[src/sv/tpf_pkg.sv]
package tpf_pkg;

  localparam int DEPTH_DEF = 8;
  localparam int LEVELS    = 3;
  localparam int ID_W      = 32;
  localparam int LV_W      = 2;

  typedef enum logic {
    ACT_ENQ = 1'b0,
    ACT_DEQ = 1'b1
  } action_t;

  typedef enum logic [1:0] {
    ST_OK    = 2'd0,
    ST_FULL  = 2'd1,
    ST_EMPTY = 2'd2,
    ST_BAD   = 2'd3
  } status_t;

  typedef enum logic [1:0] {
    S_IDLE,
    S_RESOLVE
  } ctrl_state_t;

  typedef struct packed {
    logic                   action;
    logic signed [ID_W-1:0] task_id;
    logic [LV_W-1:0]        priority_req;
  } in_t;

  typedef struct packed {
    logic signed [ID_W-1:0] task_out;
    logic [LV_W-1:0]        level_served;
    logic [1:0]             status;
    logic                   all_empty;
  } out_t;

  typedef struct packed {
    logic accept;
    logic load_out;
  } cmd_t;

endpackage

[src/sv/tpf_ctrl.sv]
module tpf_ctrl
  import tpf_pkg::*;
(
  input  logic clk,
  input  logic rst_n,
  input  logic in_valid,
  output logic in_ready,
  output logic out_valid,
  input  logic out_ready,
  output cmd_t cmd
);

  ctrl_state_t state_r, state_nxt;
  logic        out_valid_r, out_valid_nxt;

  always_ff @(posedge clk) begin
    if (!rst_n) begin
      state_r     <= S_IDLE;
      out_valid_r <= 1'b0;
    end else begin
      state_r     <= state_nxt;
      out_valid_r <= out_valid_nxt;
    end
  end

  always_comb begin
    state_nxt    = state_r;
    cmd.accept   = 1'b0;
    cmd.load_out = 1'b0;
    in_ready     = 1'b0;
    case (state_r)
      S_IDLE: begin
        in_ready = 1'b1;
        if (in_valid) begin
          cmd.accept = 1'b1;
          state_nxt  = S_RESOLVE;
        end
      end
      S_RESOLVE: begin
        if (!out_valid_r || out_ready) begin
          cmd.load_out = 1'b1;
          state_nxt    = S_IDLE;
        end
      end
      default: begin
        state_nxt = S_IDLE;
      end
    endcase
    if (cmd.load_out) begin
      out_valid_nxt = 1'b1;
    end else if (out_ready) begin
      out_valid_nxt = 1'b0;
    end else begin
      out_valid_nxt = out_valid_r;
    end
  end

  assign out_valid = out_valid_r;

endmodule

[src/sv/tpf_datapath.sv]
module tpf_datapath
  import tpf_pkg::*;
#(
  parameter int DEPTH = DEPTH_DEF
) (
  input  logic clk,
  input  logic rst_n,
  input  cmd_t cmd,
  input  in_t  in_data,
  output out_t out_data
);

  localparam int IDX_W  = (DEPTH > 1) ? $clog2(DEPTH) : 1;
  localparam int CNT_W  = $clog2(DEPTH + 1);
  localparam int MEM_D  = LEVELS * DEPTH;
  localparam int ADDR_W = $clog2(MEM_D);

  logic [IDX_W-1:0] head_r [LEVELS];
  logic [IDX_W-1:0] tail_r [LEVELS];
  logic [CNT_W-1:0] cnt_r  [LEVELS];
  logic [IDX_W-1:0] head_nxt [LEVELS];
  logic [IDX_W-1:0] tail_nxt [LEVELS];
  logic [CNT_W-1:0] cnt_nxt  [LEVELS];

  logic [ID_W-1:0]  mem [MEM_D];
  logic [ID_W-1:0]  rdata_r;

  logic [LV_W-1:0]   sel_lv;
  logic              do_push, do_pop;
  logic [1:0]        st;
  logic [LV_W-1:0]   served;
  logic [IDX_W-1:0]  idx;
  logic [ADDR_W-1:0] base, addr;
  logic              none_left;

  logic [LV_W-1:0]   served_r;
  logic [1:0]        status_r;
  logic              all_empty_r;
  logic              popped_r;
  out_t              out_r;

  function automatic logic [IDX_W-1:0] step_idx(input logic [IDX_W-1:0] i);
    logic [IDX_W-1:0] r;
    if (i == IDX_W'(DEPTH - 1)) begin
      r = '0;
    end else begin
      r = i + IDX_W'(1);
    end
    return r;
  endfunction

  always_comb begin
    sel_lv  = '0;
    do_push = 1'b0;
    do_pop  = 1'b0;
    st      = ST_OK;
    served  = '0;
    if (in_data.action == ACT_ENQ) begin
      if (in_data.priority_req == '0) begin
        st = ST_BAD;
      end else begin
        sel_lv = in_data.priority_req - LV_W'(1);
        if (cnt_r[sel_lv] == CNT_W'(DEPTH)) begin
          st = ST_FULL;
        end else begin
          do_push = 1'b1;
        end
      end
    end else begin
      if (cnt_r[2] != '0) begin
        sel_lv = LV_W'(2);
        do_pop = 1'b1;
      end else if (cnt_r[1] != '0) begin
        sel_lv = LV_W'(1);
        do_pop = 1'b1;
      end else if (cnt_r[0] != '0) begin
        sel_lv = LV_W'(0);
        do_pop = 1'b1;
      end else begin
        st = ST_EMPTY;
      end
      if (do_pop) begin
        served = sel_lv + LV_W'(1);
      end
    end

    idx = do_push ? tail_r[sel_lv] : head_r[sel_lv];
    case (sel_lv)
      2'd1:    base = ADDR_W'(DEPTH);
      2'd2:    base = ADDR_W'(2 * DEPTH);
      default: base = '0;
    endcase
    addr = base + ADDR_W'(idx);

    for (int l = 0; l < LEVELS; l++) begin
      head_nxt[l] = head_r[l];
      tail_nxt[l] = tail_r[l];
      cnt_nxt[l]  = cnt_r[l];
      if (sel_lv == LV_W'(l)) begin
        if (do_push) begin
          tail_nxt[l] = step_idx(tail_r[l]);
          cnt_nxt[l]  = cnt_r[l] + CNT_W'(1);
        end
        if (do_pop) begin
          head_nxt[l] = step_idx(head_r[l]);
          cnt_nxt[l]  = cnt_r[l] - CNT_W'(1);
        end
      end
    end
    none_left = (cnt_nxt[0] == '0) && (cnt_nxt[1] == '0) && (cnt_nxt[2] == '0);
  end

  always_ff @(posedge clk) begin
    if (!rst_n) begin
      for (int l = 0; l < LEVELS; l++) begin
        head_r[l] <= '0;
        tail_r[l] <= '0;
        cnt_r[l]  <= '0;
      end
    end else if (cmd.accept) begin
      for (int l = 0; l < LEVELS; l++) begin
        head_r[l] <= head_nxt[l];
        tail_r[l] <= tail_nxt[l];
        cnt_r[l]  <= cnt_nxt[l];
      end
    end
  end

  always_ff @(posedge clk) begin
    if (cmd.accept && do_push) begin
      mem[addr] <= in_data.task_id;
    end
    if (cmd.accept) begin
      rdata_r <= mem[addr];
    end
  end

  always_ff @(posedge clk) begin
    if (cmd.accept) begin
      served_r    <= served;
      status_r    <= st;
      all_empty_r <= none_left;
      popped_r    <= do_pop;
    end
    if (cmd.load_out) begin
      out_r.task_out     <= popped_r ? rdata_r : '0;
      out_r.level_served <= served_r;
      out_r.status       <= status_r;
      out_r.all_empty    <= all_empty_r;
    end
  end

  assign out_data = out_r;

endmodule

[src/sv/three_level_priority_fifo.sv]
// Strict-priority task queue with three levels of DEPTH entries each: an enqueue
// beat appends task_id to the FIFO of priority_req (1 lowest, 3 highest), a
// dequeue beat returns the oldest id of the highest non-empty level, and every
// beat yields one result beat with a status (ok, level full, queue empty, bad
// priority) and an all_empty flag. The accepting edge updates the level
// pointers and registers the single-port entry memory read; the output
// register is loaded in S_RESOLVE once it is empty or its result is taken.
// The block takes no new item until the last result is in the output
// register; a new item is accepted while an earlier result still waits to
// be taken, and its own result is held back until that one leaves.
module three_level_priority_fifo
  import tpf_pkg::*;
#(
  parameter int DEPTH = DEPTH_DEF
) (
  input  logic clk,
  input  logic rst_n,
  input  logic in_valid,
  output logic in_ready,
  input  in_t  in_data,
  output logic out_valid,
  input  logic out_ready,
  output out_t out_data
);

  cmd_t cmd;

  tpf_ctrl u_ctrl (
    .clk       (clk),
    .rst_n     (rst_n),
    .in_valid  (in_valid),
    .in_ready  (in_ready),
    .out_valid (out_valid),
    .out_ready (out_ready),
    .cmd       (cmd)
  );

  tpf_datapath #(
    .DEPTH (DEPTH)
  ) u_datapath (
    .clk      (clk),
    .rst_n    (rst_n),
    .cmd      (cmd),
    .in_data  (in_data),
    .out_data (out_data)
  );

endmodule
[config.mk]
export PLATFORM = sky130hd
export DESIGN_NAME = three_level_priority_fifo
export DESIGN_NICKNAME = d
export VERILOG_FILES = /design/src/sv/tpf_pkg.sv /design/src/sv/tpf_ctrl.sv /design/src/sv/tpf_datapath.sv /design/src/sv/three_level_priority_fifo.sv
export SDC_FILE = /design/constraint.sdc
export NUM_CORES = 1
export LEC_CHECK = 0
export BUFFER_PORTS_ARGS = -buffer_cell sky130_fd_sc_hd__clkbuf_2
export CAP_MARGIN = 5
export CELL_PAD_IN_SITES_DETAIL_PLACEMENT = 1
export CELL_PAD_IN_SITES_GLOBAL_PLACEMENT = 1
export CORE_MARGIN = 2
export CORE_UTILIZATION = 53
export CTS_CLUSTER_DIAMETER = 80
export CTS_CLUSTER_SIZE = 28
export DETAILED_ROUTE_END_ITERATION = 10
export PLACE_DENSITY = 0.82
export SYNTH_ARGS = -nofsm -noshare
export SYNTH_HDL_FRONTEND = slang
export SYNTH_HIERARCHICAL = 1
export SYNTH_SLANG_ARGS = --single-unit
[constraint.sdc]
create_clock -name clk -period 7.4 [get_ports clk]
set_input_delay 1.48 -clock clk [delete_from_list [all_inputs] [get_ports clk]]
set_output_delay 1.48 -clock clk [all_outputs]
set_load 0.1 [all_outputs]
==> summary.txt <==
STA
  • Final setup viols: 0
  • Min Hold Slack: 0.430 ns
  • Max_slew headroom: 0.117
  • Fin crit share: 0.789
  • RSZ-0062 raised after global routing: no
  • Fin. max-slew vios: 0
  • Slack of the critical path: about 1.6 ns
  • Skew final: 0.0321 ns
  • Final min period: a little under 6 ns
  • Post-route setup TNS: 0 ns
  • Slew @ Worst Pin: roughly 1.3 ns
  • Final count of hold timing violations: 0
  • FMAX: 0.171 GHz

Place
  • Gpl congestion: 0.838
  • PortBufs: 77
  • Place WS: between 0.9 and 1 ns
  • Detail Placement HPWL: 60000 um

Layout
  • Area Growth Syn to Fin: 7.83%
  • Share of layout cells above drive strength 1: 0.153
  • Nets: 2394
  • Fillcell total: 6177
  • Final Util: 0.576

Route
  • Vias per cell: 6.80
  • DR vias: about 22000
  • DR pass1 iterations: 5
  • Routed wire per std cell: 32.2 um
  • Final ANT Viol Nets: 0
  • Number of DRC markers in iteration 0: 2787
  • DRC viols: 0
  • WL final: slightly above 100000 um

Yosys
  • Asr flop ratio synth: 0
  • Top-area cell type share of the netlist area: 0.733
  • Top cells by count, synth: edfxtp_1, nand2_1, a21oi_1, nor3_1, clkbuf_1
  • Synthesized instance count: 2301
  • Post-synth EDFFs: 873
  • Synth cell types: 62
  • Flops & latches, synth: 875
  • Post-synthesis sequential area ratio: 0.734
  • Ys flop type: edfxtp_1
  • Synth top area cells: edfxtp_1, nand2_1, mux2_4, mux2i_1, a21oi_1
  • Yosys warnings: 6
  • Synth area leader: edfxtp_1
  • Mean Syn Cell Area: 15.5 um2
  • Synthesized area: 35800 um2
  • Count leader, synth: edfxtp_1
  • Post-Syn Nets: 2366

Worst setup path
  • Setup crit end kind: register
  • Worst Path Arrival: ~6 ns
  • Critical path, cell by cell: clkbuf_2, inv_1, ha_1, and3_1, a21boi_2, nand3_2, mux2i_1, and3_4, nand4_1, nor2_4, buf_12
  • Worst reg-to-reg setup slack: 2.00 ns
  • Crit start category: input pin
  • Slowest stage cell, crit path: and3_4
  • WS Path Type: input pin to register
  • R2r worst-path depth: 10
  • Critical Path Fanout Max: 65
  • R2r startpoint: u_datapath/cnt_r[2][0]
  • WP data required: 7.71 ns
  • Max incr delay on CP: about 0.93 ns
  • Critical Path Source: in_data[0]
  • Crit Reg-Reg Endpoint: u_datapath/mem[7][16]

Clock tree
  • CTS tree: built
  • Postcts setup bufs: 0
  • Max clock buf depth: 3
  • Clock latency on the worst-skew pair: approximately 0.6 ns
  • CTS Buf Count: 39
  • Clock tree root driver cell: clkbuf_16
  • Hold buffers post-CTS: 0
  • Worst-path clk slew: 0.11 ns
  • Post-cts resize count: 0
  • H-tree depth: 2
  • Clk sink count: 875

Pwr
  • Leakage power: 12.6 nW
  • Maximum vdd ir drop: 0.000196 V
  • PD cells: 261 nW/um2

Min path
  • Hold depth: 0
  • HP Start: u_datapath/all_empty_r
  • Worst hold path class: register to register
  • Worst Hold Path EP: u_datapath/out_data[0]

GRT
  • Largest net degree at the start of global routing: 97
  • First-pass GRT wire length: between 150000 and 200000 um
  • Initial antenna violation count: 3
  • Grt total ovfl: 0
  • Vias in the first global route: between 20000 and 25000
  • Tot GR Track Use: 0.296

Die
  • Die ar.: approximately 70000 um2
  • Initial Util: 0.534
  • I/O Pins: 78
  • Die Wd: 264 um
  • Core Area: 66900 um2
  • Die height: 264 um
  • # rows: 95

Outcome
  • Status: complete, no violations

Job
  • Max-cap viol count: 0
## state kept, by name, indices dropped and copies added (netlist names)
signal,cells
u_ctrl/out_valid,1
u_ctrl/state_r,1
u_datapath/all_empty_r,1
u_datapath/cnt_r,12
u_datapath/head_r,9
u_datapath/mem,768
u_datapath/out_data,37
u_datapath/popped_r,1
u_datapath/rdata_r,32
u_datapath/served_r,2
u_datapath/status_r,2
u_datapath/tail_r,9
## where the power goes
part | switching (W) | leakage (nW) | internal [W]
clock network | 0.00150 | 0.556 | 0.00106
registers | 0.0000528 | 7.96 | 0.00558
logic | 0.00131 | 4.13 | 0.000567
total | 0.00286 | 12.6 | 0.00721
## cell type report
class / count / area (um2) / share of cell area
diodes: 1 / 2.50 / 0.0000649
inverters: 46 / 173 / 0.00448
clock buffers: 41 / 983 / 0.0255
flip-flops and latches: 875 / 26300 / 0.681
well taps: 873 / 1090 / 0.0283
multi-input cells: 1219 / 8790 / 0.228
clock inverters: 16 / 163 / 0.00422
repair buffers: 148 / 1090 / 0.0284
## kinds of logic (layout without fill, tap and decap cells)
family,after synthesis,count (layout),share of synthesized area
simple gates,590,590,0.0772
other cells,0,1,0
buf+inv,207,251,0.0271
fa+ha+maj,26,26,0.00910
xor+xnor,10,10,0.00245
flops,875,875,0.734
compound gates,418,418,0.0908
mux,175,175,0.0590
## cell usage in the layout, fill, tap and decap left out, types with 13 or more instances in the layout
master	instances
a211o_1	33
a21oi_1	109
a221o_1	31
a311o_1	31
a311oi_1	31
and2_1	32
buf_12	14
buf_4	57
clkbuf_16	39
clkbuf_2	77
edfxtp_1	873
ha_1	25
inv_1	45
mux2_2	40
mux2_4	57
mux2i_1	76
nand2_1	259
nand3_1	14
nor2_1	51
nor2_4	26
nor3_1	105
nor3b_1	13
o211ai_1	65
o221ai_1	31
o22ai_1	19
o22ai_2	13
o41ai_1	31
or3_1	62
## per-layer routing
layer	up-vias	share of wire	track usage
met5	-	0.00016	0
li1	8991	-	-
met3	270	0.095	0.0554
met1	11317	0.38	0.394
met4	4	0.043	0.119
met2	1302	0.49	0.487
## how the worst max path moves through the flow
stage / end / slack (ns) / depth (start not counted)
finish: u_datapath/mem[18][12] / 1.56 / 11
global route: u_datapath/mem[18][2] / 1.38 / 11
CTS: u_datapath/mem[18][3] / 1.62 / 11
detailed placement: u_datapath/mem[18][6] / 1.0 / 11
global placement: u_datapath/mem[18][5] / 1.37 / 11
floorplan: u_datapath/mem[18][0] / 1.59 / 13
## metrics by stage
stage | cells | total power [W] | cell area, um2
finish | 3219 | 0.0101 | 38600
CTS | 3218 | 0.0101 | 38600
detailed placement | 3161 | 0.00757 | 37400
floorplan | 2301 | 0.00695 | 35800
global placement | 3161 | 0.00747 | 37400
global route | 3218 | 0.0103 | 38600
## critical path, delay by kind of cell
family / cells / cell delay (ns)
AND/OR/NAND/NOR: 5 / 3.02
multiplexers: 1 / 0.56
buffers and inverters: 3 / 0.48
adder cells (fa/ha/maj): 1 / 0.34
AO/OA/AOI/OAI: 1 / 0.20
Power figures use the tool's default switching activity.
